==> src/hw/rtl/sdx_pkg.sv <==
// ----------------------------------------------------------------------------
// sdx_pkg
// Types, letter code table and helpers shared by the phonetic code encoder.
// ----------------------------------------------------------------------------
package sdx_pkg;

  localparam int CHAR_W  = 8;
  localparam int DIGIT_W = 3;

  localparam logic [CHAR_W-1:0]  CHAR_A     = 8'h41;
  localparam logic [CHAR_W-1:0]  CHAR_Z     = 8'h5a;
  localparam logic [DIGIT_W-1:0] CODE_SKIP  = 3'd0;

  typedef struct packed {
    logic [CHAR_W-1:0] letter;
    logic              is_first;
    logic              is_last;
  } item_t;

  typedef struct packed {
    logic [CHAR_W-1:0]  lead_letter;
    logic [DIGIT_W-1:0] digit_one;
    logic [DIGIT_W-1:0] digit_two;
    logic [DIGIT_W-1:0] digit_three;
  } code_t;

  localparam logic [DIGIT_W-1:0] LETTER_CODE [26] = '{
    3'd0, 3'd1, 3'd2, 3'd3, 3'd0, 3'd1, 3'd2, 3'd0, 3'd0, 3'd2, 3'd2, 3'd4, 3'd5,
    3'd5, 3'd0, 3'd1, 3'd2, 3'd6, 3'd2, 3'd3, 3'd0, 3'd1, 3'd0, 3'd2, 3'd0, 3'd2
  };

  function automatic logic is_upper(input logic [CHAR_W-1:0] c);
    return (c >= CHAR_A) && (c <= CHAR_Z);
  endfunction

  function automatic logic [DIGIT_W-1:0] letter_code(input logic [CHAR_W-1:0] c);
    logic [CHAR_W-1:0] off;
    off = c - CHAR_A;
    if (is_upper(c)) begin
      return LETTER_CODE[off[4:0]];
    end
    return CODE_SKIP;
  endfunction

endpackage

==> src/hw/rtl/soundex_encoder_core.sv <==
// ----------------------------------------------------------------------------
// soundex_encoder_core
// Phonetic code encoder: one character per transfer, code on the end mark.
// ----------------------------------------------------------------------------
// Output: an end character passes through the input register, then its code is loaded into the result register.
// Throughput: one character per cycle; the state update is one table lookup
//   and compare between the input register and the result register. An end
//   character waits in the input register while the result register is stalled.
// Reset: synchronous; clears both valid flags, the lead letter, prior code and
//   digit count.
module soundex_encoder_core #(
  parameter int CODE_LENGTH = 3
) (
  input  logic           clk,
  input  logic           rst,
  input  logic           item_valid,
  output logic           item_stall,
  input  sdx_pkg::item_t item,
  output logic           code_valid,
  input  logic           code_stall,
  output sdx_pkg::code_t code
);
  import sdx_pkg::*;

  localparam int CNT_W = $clog2(CODE_LENGTH + 1);

  logic               held_valid;
  item_t              held;
  logic [CHAR_W-1:0]  lead;
  logic [DIGIT_W-1:0] prior;
  logic [CNT_W-1:0]   count;
  logic [DIGIT_W-1:0] digits [CODE_LENGTH];

  logic [CHAR_W-1:0]  lead_next;
  logic [DIGIT_W-1:0] prior_next;
  logic [CNT_W-1:0]   count_next;
  logic [DIGIT_W-1:0] digits_next [CODE_LENGTH];
  code_t              result;

  logic out_free;
  logic step;

  sdx_step #(
    .CODE_LENGTH(CODE_LENGTH)
  ) u_step (
    .item       (held),
    .lead       (lead),
    .prior      (prior),
    .count      (count),
    .digits     (digits),
    .lead_next  (lead_next),
    .prior_next (prior_next),
    .count_next (count_next),
    .digits_next(digits_next),
    .result     (result)
  );

  assign out_free   = !code_valid || !code_stall;
  assign step       = held_valid && (!held.is_last || out_free);
  assign item_stall = held_valid && !step;

  // hold the next character
  always_ff @(posedge clk) begin
    if (rst) begin
      held_valid <= 1'b0;
    end else if (!item_stall) begin
      held_valid <= item_valid;
    end
    if (item_valid && !item_stall) begin
      held <= item;
    end
  end

  // advance the name state
  always_ff @(posedge clk) begin
    if (rst) begin
      lead  <= '0;
      prior <= '0;
      count <= '0;
    end else if (step) begin
      lead  <= lead_next;
      prior <= prior_next;
      count <= count_next;
    end
    if (step) begin
      digits <= digits_next;
    end
  end

  // result register
  always_ff @(posedge clk) begin
    if (rst) begin
      code_valid <= 1'b0;
    end else if (out_free) begin
      code_valid <= step && held.is_last;
    end
    if (step && held.is_last) begin
      code <= result;
    end
  end

endmodule

==> src/hw/rtl/sdx_step.sv <==
// ----------------------------------------------------------------------------
// sdx_step
// Per-character update of the name state and the code seen after it.
// ----------------------------------------------------------------------------
module sdx_step #(
  parameter int CODE_LENGTH = 3,
  localparam int CNT_W = $clog2(CODE_LENGTH + 1)
) (
  input  sdx_pkg::item_t                      item,
  input  logic [sdx_pkg::CHAR_W-1:0]          lead,
  input  logic [sdx_pkg::DIGIT_W-1:0]         prior,
  input  logic [CNT_W-1:0]                    count,
  input  logic [sdx_pkg::DIGIT_W-1:0]         digits [CODE_LENGTH],
  output logic [sdx_pkg::CHAR_W-1:0]          lead_next,
  output logic [sdx_pkg::DIGIT_W-1:0]         prior_next,
  output logic [CNT_W-1:0]                    count_next,
  output logic [sdx_pkg::DIGIT_W-1:0]         digits_next [CODE_LENGTH],
  output sdx_pkg::code_t                      result
);
  import sdx_pkg::*;

  logic [DIGIT_W-1:0] code;
  logic               upper;
  logic [DIGIT_W-1:0] slot [3];

  assign code  = letter_code(item.letter);
  assign upper = is_upper(item.letter);

  always_comb begin
    lead_next   = lead;
    prior_next  = prior;
    count_next  = count;
    digits_next = digits;
    if (item.is_first) begin
      lead_next  = item.letter;
      prior_next = code;
      count_next = '0;
    end else if (upper && (count < CNT_W'(CODE_LENGTH))) begin
      if (code == CODE_SKIP) begin
        prior_next = CODE_SKIP;
      end else begin
        if (code != prior) begin
          for (int i = 0; i < CODE_LENGTH; i++) begin
            if (count == CNT_W'(i)) begin
              digits_next[i] = code;
            end
          end
          count_next = count + CNT_W'(1);
        end
        prior_next = code;
      end
    end
  end

  for (genvar k = 0; k < 3; k++) begin : g_slot
    if (k < CODE_LENGTH) begin : g_held
      assign slot[k] = (count_next > CNT_W'(k)) ? digits_next[k] : CODE_SKIP;
    end else begin : g_pad
      assign slot[k] = CODE_SKIP;
    end
  end

  assign result.lead_letter = lead_next;
  assign result.digit_one   = slot[0];
  assign result.digit_two   = slot[1];
  assign result.digit_three = slot[2];

endmodule
==> config.mk <==
export PLATFORM = sky130hd
export DESIGN_NAME = soundex_encoder_core
export DESIGN_NICKNAME = d
export VERILOG_FILES = /design/src/hw/rtl/sdx_pkg.sv /design/src/hw/rtl/soundex_encoder_core.sv /design/src/hw/rtl/sdx_step.sv
export SDC_FILE = /design/constraint.sdc
export NUM_CORES = 1
export LEC_CHECK = 0
export ABC_AREA = 1
export BUFFER_PORTS_ARGS = -buffer_cell sky130_fd_sc_hd__buf_2
export CORE_MARGIN = 4
export CORE_UTILIZATION = 38
export CTS_BUF_LIST = sky130_fd_sc_hd__clkbuf_2 sky130_fd_sc_hd__clkbuf_4 sky130_fd_sc_hd__clkbuf_8
export CTS_CLUSTER_DIAMETER = 80
export CTS_CLUSTER_SIZE = 24
export DETAILED_ROUTE_END_ITERATION = 10
export PLACE_DENSITY = 0.54
export SLEW_MARGIN = 30
export SYNTH_ARGS = -nofsm -noshare
export SYNTH_HDL_FRONTEND = slang
export SYNTH_SLANG_ARGS = --single-unit
==> constraint.sdc <==
create_clock -name clk -period 7.1 [get_ports clk]
set_clock_uncertainty 0.05 [all_clocks]
set_input_delay 1.065 -clock clk [delete_from_list [all_inputs] [get_ports clk]]
set_output_delay 1.065 -clock clk [all_outputs]
set_load 0.03 [all_outputs]
==> results by group, run 1 <==
Floorplan
  – # rows: 29
  – Starting Density: 0.399
  – DIE WIDTH: 90.6 um
  – Die Ht: 90.6 um
  – Die ar.: 8200 sq um
  – Ports: 33
  – Core footprint: 6490 sq um

Clocking
  – Worst-case clock buffer depth: 2
  – CTS Buf Count: 5
  – Worst skew pair latency: 0.31 ns
  – CTS root buf: clkbuf_8
  – CTS tree: built
  – Post-CTS Setup Repair Bufs: 0
  – Post_cts resized: 0
  – # hold bufs at CTS: 0
  – Number of H-tree levels: 2
  – Clock transition at the registers of the reported paths: 0.10 ns
  – CTS sink cnt: 51

Global routing
  – Total gr overflow: 0
  – Number of global-route vias before repair: 1830
  – Initial antenna violation count: 0
  – Global-route wire length before repair: 8560 um
  – Total Routing Usage GR: 0.128
  – Largest net degree at the start of global routing: 22

Critical path
  – Max FO, Critical Path: 7
  – Req. time, crit path: 7.10 ns
  – CP Capture Type: flop
  – CP bufs+invs: 4
  – CP Cell Sequence: inv_1 -> ha_1 -> inv_1 -> ha_1 -> or2_2 -> nand3_1 -> inv_1 -> nor2_1 -> nand3_2 -> nand3_1 -> nand2_1 -> inv_2 -> nand3_2 -> o21ai_0 -> a21oi_1
  – Startpoint types: flop
  – Crit path DAT: 3.18 ns
  – Critical path's largest stage delay: 0.52 ns
  – Slowest cell on the critical path: edfxtp_1
  – CP Class: flop to flop
  – Most Frequent Cell on Critical Path: inv_1
  – Largest delay share family, worst path: simple AND/OR/NAND/NOR gates

Yosys
  – Syn Nets: 320
  – Synth top cells by count: 59 x nand2_1, 55 x inv_1, 36 x edfxtp_1
  – Mapped cell area: 2590 sq um
  – Synth warn: 0
  – Synth top area share: 0.417
  – EDFF count, synth: 36
  – Synth area leader: edfxtp_1
  – Count leader, synth: nand2_1
  – #FFs+latches synth: 51
  – Gate Count Post-Synth: 296
  – Area contributors post-synth: edfxtp_1 42%, dfxtp_1 12%, nand2_1 8.6%, inv_1 8.0%, ha_1 4.8%
  – Register area share after synthesis: 0.533
  – Syn Area/Cell: 8.75 sq um
  – Top_reg_cell synth: edfxtp_1
  – Count of cell types in the netlist: 25
  – Asr flop ratio synth: 0

Timing
  – Final-report setup violation count: 0
  – Period minus WS final: 3.18 ns
  – Final Max Slew Viols: 0
  – Final Hold Violating Endpoints: 0
  – Fmax: 315 MHz
  – Final setup TNS: 0 ns
  – Slew headroom: 0.426
  – RSZ-0062 raised after global routing: no
  – Setup WS post-layout: 3.92 ns
  – Period utilisation layout: 0.448
  – Slew @ Worst Pin: 0.857 ns
  – Final hold slack: 0.404 ns

Pwr
  – Power density cells: 201 nW/um^2
  – Leak pwr: 1.37 nW
  – Power Total: 0.586 mW
  – Maximum VDD drop: 0.0806 mV

Place
  – DP HPWL: 3600 um
  – Port Buffers: 32
  – Routability Congestion: 0.812
  – Dpl ws: 3.82 ns

Route
  – Vias: 1880
  – DR iter-0 viols: 89
  – Final ANT Viol Nets: 0
  – Routed wire length: 4780 um
  – Pre-Repair DR Iteration Count: 4
  – Remaining routing DRC violations: 0
  – Routed wire per std cell: 11.7 um
  – Vias per cell: 4.61

Finish
  – Ant diodes: 0
  – Layout cell share with drive strength beyond 1: 0.193
  – Total Nets Final: 354
  – Area grow syn2layout: 12.7%
  – Sequential Area: 1380 sq um
  – Multi-input logic area: 958 sq um
  – FILL cells: 635

Run status
  – Status: finished clean

Min path
  – Hold Path Class: flop to flop

Flow run
  – Max-cap violation count: 0
[sequential cells by signal, summed over array words and instances, names as in the netlist]
| signal | flops |
|---|---|
| code_valid | 1 |
| lead | 8 |
| code | 17 |
| digits | 9 |
| prior | 3 |
| held_valid | 1 |
| count | 2 |
| held | 10 |
[cell type report]
cell class / instances / area share
Multi-Input combinational cell: 181 / 0.328
Tap cell: 77 / 0.0330
Timing Repair Buffer: 32 / 0.0549
Clock inverter: 2 / 0.00557
Inverter: 59 / 0.0767
Sequential cell: 51 / 0.473
Clock buffer: 6 / 0.0283
[worst min-delay path, delay by kind of cell (launching register included)]
family / cells / cell delay (ns)
AOI/OAI and AO/OA: 1 / 0.05
buffers and inverters: 1 / 0.05
DFF: 1 / 0.31
[placed cells by master (no fill, tap or decap)]
cell type and instances:
inv_4 1, a211oi_1 1, nand3_1 23, nor2_4 2
or2_2 1, clkinv_4 1, buf_2 32, dfxtp_1 15
nand2_1 59, inv_1 55, o21ai_2 1, o21ai_0 25
inv_2 3, a21oi_1 16, nor2_1 22, nor3b_1 1
nor2_2 1, clkbuf_8 6, ha_1 10, edfxtp_1 36
nand4_1 2, clkinvlp_4 1, o21a_1 1, nand2_2 7
nand3_2 8, and2_1 1
[metal layers]
| layer | share of wire | track usage | routed length (um) | vias to the layer above |
|---|---|---|---|---|
| li1 | - | - | - | 1021 |
| met3 | 0.034 | 0.0267 | 164 | 6 |
| met2 | 0.46 | 0.205 | 2200 | 27 |
| met5 | 0 | 0 | 0 | - |
| met1 | 0.49 | 0.170 | 2340 | 826 |
| met4 | 0.015 | 0.0459 | 74 | 0 |
[cell families after synthesis]
group / share of synthesized area
adder cells (fa/ha/maj): 0.0483
AND/OR/NAND/NOR: 0.233
AO/OA/AOI/OAI: 0.0884
flip-flops: 0.533
buffers and inverters: 0.0966
[power by group]
part	switching (mW)	total, mW	internal, mW	leakage [nW]
sequential	0.00912	0.342	0.333	0.467
combinational	0.0464	0.0689	0.0225	0.854
clock	0.0952	0.175	0.0796	0.0474
[per-stage QoR]
stage,util,std cells,area (sq um)
floorplan,-,296,2590
global placement,0.434,400,2820
detailed placement,0.434,400,2820
CTS,0.449,408,2920
global route,0.449,408,2920
finish,0.449,408,2920
[path summary, 6_finish.rpt]
| path | from | endpoint | slack, ns | cells after the start |
|---|---|---|---|---|
| worst max-delay path | held[2]$_DFFE_PP_ | code[6]$_SDFFCE_PP0P_ | 3.92 | 15 |
| worst min-delay path | lead[5]$_SDFFE_PP0P_ | lead[5]$_SDFFE_PP0P_ | 0.40 | 2 |
| worst max register to register | held[2]$_DFFE_PP_ | code[6]$_SDFFCE_PP0P_ | 3.92 | 15 |
| worst min register to register | lead[5]$_SDFFE_PP0P_ | lead[5]$_SDFFE_PP0P_ | 0.40 | 2 |
Note: power is estimated with default switching activity, not from simulation.
==> run 2, diff against run 1 <==
Clock period 7.1 ns to 3.2 ns, I/O delays scaled along.
==> run 2 against run 1 <==
First-iteration DRC count increased by 46%; final area up 2.1%; core utilization increased by 0.94 points; global-route usage decreased by 0.50 points; largest cell class unchanged; sequential cell count stayed put; sequential power rose by 120%; sequential share of layout area decreased by 0.97 points.
==> results by group, run 2 (synthesis gave the netlist of run 1 again) <==
Run status
  – Status: finished clean

Place
  – Port Buffers: 32
  – DP HPWL: 3560 um
  – Routability Congestion: 0.899

Min path
  – Worst Hold Depth: 1
  – Worst hold start: item[9]
  – Hold Path Class: primary input to flop
  – Worst min-delay path endpoint: held[9]$_DFFE_PP_

Route
  – Routed wire per std cell: 11.4 um
  – DR iter-0 viols: 130
  – Final ANT Viol Nets: 0
  – Routed wire length: 4740 um
  – Pre-Repair DR Iteration Count: 4
  – Vias per cell: 4.71
  – Vias: 1952
  – Remaining routing DRC violations: 0

Timing
  – Final hold slack: 0.289 ns
  – Final setup TNS: 0 ns
  – Final Hold Violating Endpoints: 0
  – Final-report setup violation count: 0
  – Slew headroom: 0.407
  – RSZ-0062 raised after global routing: no
  – Final Max Slew Viols: 0
  – Slew @ Worst Pin: 0.886 ns
  – Period utilisation layout: 0.895
  – Fmax: 349 MHz
  – Period minus WS final: 2.86 ns

Finish
  – Area grow syn2layout: 15.1%
  – Largest reg by FF count: code
  – Commonest non-fill, non-tap cell in the layout: nand2_1
  – Largest registers: code (17), held (10), digits (9)
  – Ant diodes: 0
  – Layout cell share with drive strength beyond 1: 0.208
  – Total Nets Final: 360
  – Max reg flops: 17
  – Most frequent cells in the layout: 59 x nand2_1, 55 x inv_1, 36 x edfxtp_1

Pwr
  – Power density cells: 461 nW/um^2
  – Leak pwr: 1.41 nW
  – Maximum VDD drop: 0.234 mV

Global routing
  – Total gr overflow: 0
  – Largest net degree at the start of global routing: 22
  – Initial antenna violation count: 0
  – Number of global-route vias before repair: 1889
  – Global-route wire length before repair: 8360 um
  – Total Routing Usage GR: 0.123

Critical path
  – Register-to-Register Path Depth: 15
  – Critical path's largest stage delay: 0.39 ns
  – Slowest cell on the critical path: edfxtp_1
  – Req. time, crit path: 3.21 ns
  – Reg-to-reg endpoint: code[8]$_SDFFCE_PP0P_
  – CP Cell Sequence: inv_1 -> ha_1 -> inv_1 -> ha_1 -> or2_2 -> nand3_1 -> inv_1 -> nor2_1 -> nand3_2 -> nand2_1 -> nand2_1 -> nand3_2 -> nand3_2 -> o21ai_0 -> a21oi_1
  – CP Capture Type: flop
  – Reg2Reg Setup Slack: 0.34 ns
  – Worst reg2reg path startpoint: held[2]$_DFFE_PP_
  – Startpoint types: flop
  – CP Class: flop to flop
  – Crit path DAT: 2.88 ns
  – Max FO, Critical Path: 7

Floorplan
  – Ports: 33
  – Starting Density: 0.399
  – Die ar.: 8200 sq um
  – # rows: 29
  – Die Ht: 90.6 um
  – DIE WIDTH: 90.6 um
  – Core footprint: 6490 sq um

Clocking
  – Worst-case clock buffer depth: 2
  – # hold bufs at CTS: 0
  – Number of H-tree levels: 2
  – CTS sink cnt: 51
  – Post_cts resized: 0
  – Post-CTS Setup Repair Bufs: 0
  – CTS tree: built
  – CTS root buf: clkbuf_8
  – Worst skew pair latency: 0.31 ns
  – CTS Buf Count: 5
  – Clock transition at the registers of the reported paths: 0.10 ns

Flow run
  – Max-cap violation count: 0
==> run 2: changes by cell type in the layout (fill, tap and decap cells not counted) <==
cell / previous run / this run
clkbuf_8: 6 / 5
buf_4: 0 / 6
bufinv_16: 0 / 1
inv_6: 0 / 1
clkinv_4: 1 / 0
==> run 2: final cells by class <==
class	instances	area, sq um
well taps	77	96.3
clock buffers	5	68.8
fillers	624	3510
clock inverters	3	46.3
repair buffers	38	205
multi-input cells	181	958
inverters	59	224
flip-flops and latches	51	1380
==> run 2: critical path: cells and delay by family (launching register included) <==
kind,cells,cell delay [ns]
buf+inv,3,0.20
simple gates,8,1.07
flops,1,0.39
compound gates,2,0.34
fa+ha+maj,2,0.55
==> run 2: per-stage QoR <==
step | setup slack, ns | instance area, sq um | total power, mW | cells | util
final | 0.336 | 2980 | 1.37 | 414 | 0.459
after global routing | 0.0400 | 2980 | 1.44 | 414 | 0.459
after floorplan | 0.433 | 2590 | 0.887 | 296 | -
after detailed placement | 0.336 | 2870 | 0.934 | 406 | 0.441
after global placement | 0.375 | 2870 | 0.933 | 406 | 0.441
after CTS | 0.312 | 2980 | 1.39 | 414 | 0.459
==> run 2: layer usage <==
metal,share of wire,GRT usage
met4,0.019,0.0459
met3,0.034,0.0233
met5,0,0
met1,0.48,0.154
met2,0.46,0.209
==> run 2: where the power goes <==
| part | total [mW] | internal, mW | switching (mW) |
|---|---|---|---|
| clock network | 0.457 | 0.236 | 0.222 |
| registers | 0.756 | 0.738 | 0.0176 |
| logic | 0.161 | 0.0548 | 0.106 |
| total | 1.37 | 1.03 | 0.345 |
==> run 2: worst max-delay path by stage <==
stage,from,to,slack (ns),cells past startpoint
final,held[2]$_DFFE_PP_,code[8]$_SDFFCE_PP0P_,0.34,15
after detailed placement,held[2]$_DFFE_PP_,code[8]$_SDFFCE_PP0P_,0.34,15
after global routing,held[3]$_DFFE_PP_,code[7]$_SDFFCE_PP0P_,0.04,15
after CTS,held[2]$_DFFE_PP_,digits[8]$_DFFE_PP_,0.31,15
after floorplan,held[2]$_DFFE_PP_,code[7]$_SDFFCE_PP0P_,0.43,15
after global placement,held[2]$_DFFE_PP_,code[8]$_SDFFCE_PP0P_,0.37,15
==> run 3, diff against run 2 <==
Settings changed: PLACE_DENSITY 0.54 to 0.56.
Clock period 3.2 ns to 2.3 ns, I/O delays scaled along.
==> run 3 against run 2 <==
The flow now finishes with violations (setup timing); clock power is 37% higher; total power is 44% higher; global-route usage is 1.1 points higher; clock-buffer cell count stayed put; worst setup slack worse by 0.52 ns; cell count is 5.1% higher; register-to-register slack worse by 0.52 ns; first-iteration DRC count is 66% lower.
==> results by group, run 3 (synthesis gave the netlist of run 1 again) <==
Pwr
  – Switching portion of total power: 0.259
  – Maximum VDD drop: 0.270 mV
  – Sequential Power Share: 0.532
  – Int Pwr: 1.47 mW
  – Logic pwr share: 0.151
  – Psw: 0.512 mW
  – Leak pwr: 1.57 nW
  – Clock power frac: 0.317
  – Power density cells: 580 nW/um^2

Floorplan
  – Starting Density: 0.399
  – Die Ht: 90.6 um
  – Core footprint: 6490 sq um
  – DIE WIDTH: 90.6 um
  – Ports: 33
  – Die ar.: 8200 sq um
  – # rows: 29

Timing
  – Final Max Slew Viols: 0
  – Final Hold Violating Endpoints: 0
  – Final setup TNS: -3.19 ns
  – Final hold slack: 0.161 ns
  – Slew headroom: 0.553
  – Period utilisation layout: 1.08
  – Final-report setup violation count: 20
  – RSZ-0062 raised after global routing: yes
  – Setup WS post-layout: -0.189 ns
  – Period minus WS final: 2.49 ns
  – Slew @ Worst Pin: 0.670 ns
  – Fmax: 402 MHz

Run status
  – Status: finished, violations left
  – Failing checks: setup timing

Min path
  – Worst hold start: item[2]
  – Worst min-delay path endpoint: held[2]$_DFFE_PP_
  – Worst Hold Depth: 1
  – Hold Path Class: primary input to flop

Critical path
  – CP Capture Type: flop
  – Worst reg2reg path startpoint: held[3]$_DFFE_PP_
  – Crit path DAT: 2.51 ns
  – Register-to-Register Path Depth: 19
  – Max FO, Critical Path: 8
  – Req. time, crit path: 2.32 ns
  – Reg2Reg Setup Slack: -0.19 ns
  – Reg-to-reg endpoint: code[5]$_SDFFCE_PP0P_
  – Startpoint types: flop
  – CP Class: flop to flop

Flow run
  – Max-cap violation count: 0

Global routing
  – Total Routing Usage GR: 0.134
  – Global-route wire length before repair: 8830 um
  – Initial antenna violation count: 0
  – Number of global-route vias before repair: 1941
  – Total gr overflow: 0
  – Largest net degree at the start of global routing: 22

Finish
  – Max reg flops: 17
  – Most frequent cells in the layout: 49 x inv_1, 46 x nand2_1, 36 x edfxtp_1
  – Layout cell share with drive strength beyond 1: 0.363
  – Ant diodes: 0
  – Post-layout util: 0.525
  – Largest registers: code (17), held (10), digits (9)
  – Area grow syn2layout: 31.6%
  – Largest reg by FF count: code
  – Post-Layout Inst Area: 3410 sq um
  – Commonest non-fill, non-tap cell in the layout: inv_1
  – Total Nets Final: 381

Clocking
  – Worst skew pair latency: 0.30 ns
  – Clock transition at the registers of the reported paths: 0.09 ns
  – Worst-case clock buffer depth: 2
  – CTS Buf Count: 5
  – CTS tree: built
  – # hold bufs at CTS: 0
  – CTS root buf: clkbuf_8
  – Number of H-tree levels: 2
  – CTS sink cnt: 51

Route
  – Routed wire length: 5210 um
  – Pre-Repair DR Iteration Count: 4
  – Final ANT Viol Nets: 0
  – Routed wire per std cell: 12.0 um
  – Remaining routing DRC violations: 0
  – Vias: 2025
  – DR iter-0 viols: 44
  – Vias per cell: 4.66

Place
  – DP HPWL: 3730 um
  – Routability Congestion: 0.848
  – Port Buffers: 32
  – Dpl ws: -0.217 ns
  – Placed inst area: 3030 sq um
## run 3: changes by cell type in the layout (fill, tap and decap cells not counted), sizes merged
cell,change
buf,+21
inv,-2
clkinvlp,-1
clkinv,+3
## run 3: what timing repair did
action,CTS,global route
endpoints found under the setup margin,20,22
resized for setup,24,29
setup buffers,5,1
pin swaps,16,19
## run 3: final cells by class
class                   count  area [sq um]
clock inverters             3          43.8
fillers                   602          3090
flip-flops and latches     51          1380
well taps                  77          96.3
multi-input cells         181          1190
clock buffers               5          68.8
repair buffers             59           383
inverters                  59           244
## run 3: how the worst max path moves through the flow
stage                            startpoint               endpoint  cells after the start
after CTS                 held[3]$_DFFE_PP_  code[4]$_SDFFCE_PP0P_                     17
final                     held[3]$_DFFE_PP_  code[5]$_SDFFCE_PP0P_                     19
after floorplan           held[2]$_DFFE_PP_  code[0]$_SDFFCE_PP0P_                     17
after global placement    held[3]$_DFFE_PP_  code[7]$_SDFFCE_PP0P_                     16
after global routing      held[2]$_DFFE_PP_  code[0]$_SDFFCE_PP0P_                     17
after detailed placement  held[3]$_DFFE_PP_  code[7]$_SDFFCE_PP0P_                     16
## run 3: power groups by stage
stage	clock, mW	sequential [mW]	combinational [mW]
final	0.626	1.05	0.298
after global placement	0	1.07	0.251
after global routing	0.678	1.06	0.336
after floorplan	0	1.08	0.161
after CTS	0.642	1.05	0.285
after detailed placement	0	1.07	0.254
## run 3: stage by stage
stage | power (mW) | cells
floorplan | 1.25 | 296
finish | 1.98 | 435
detailed placement | 1.33 | 421
global placement | 1.32 | 421
CTS | 1.98 | 434
global route | 2.07 | 435
## run 3: metal layers
layer	up-vias	wire, um	share of wire	GRT usage
li1	1070	-	-	-
met5	-	0	0	0
met3	8	197	0.038	0.0242
met4	0	70	0.013	0.0497
met1	913	2500	0.48	0.169
met2	34	2450	0.47	0.227
## run 3: worst max-delay path, cell delays in order, from the launching register on
cell      delay, ns
edfxtp_1       0.36
inv_2          0.06
buf_4          0.12
buf_4          0.12
ha_1           0.17
nor2_1         0.10
nand3_1        0.13
nand2_2        0.11
nor2_4         0.05
buf_12         0.13
nand3_4        0.09
nand2_1        0.07
nand2_2        0.08
nand3_4        0.16
nand2_8        0.14
clkinv_8       0.07
nand2_4        0.07
nand2_1        0.05
nand2_1        0.07
nor2_1         0.04
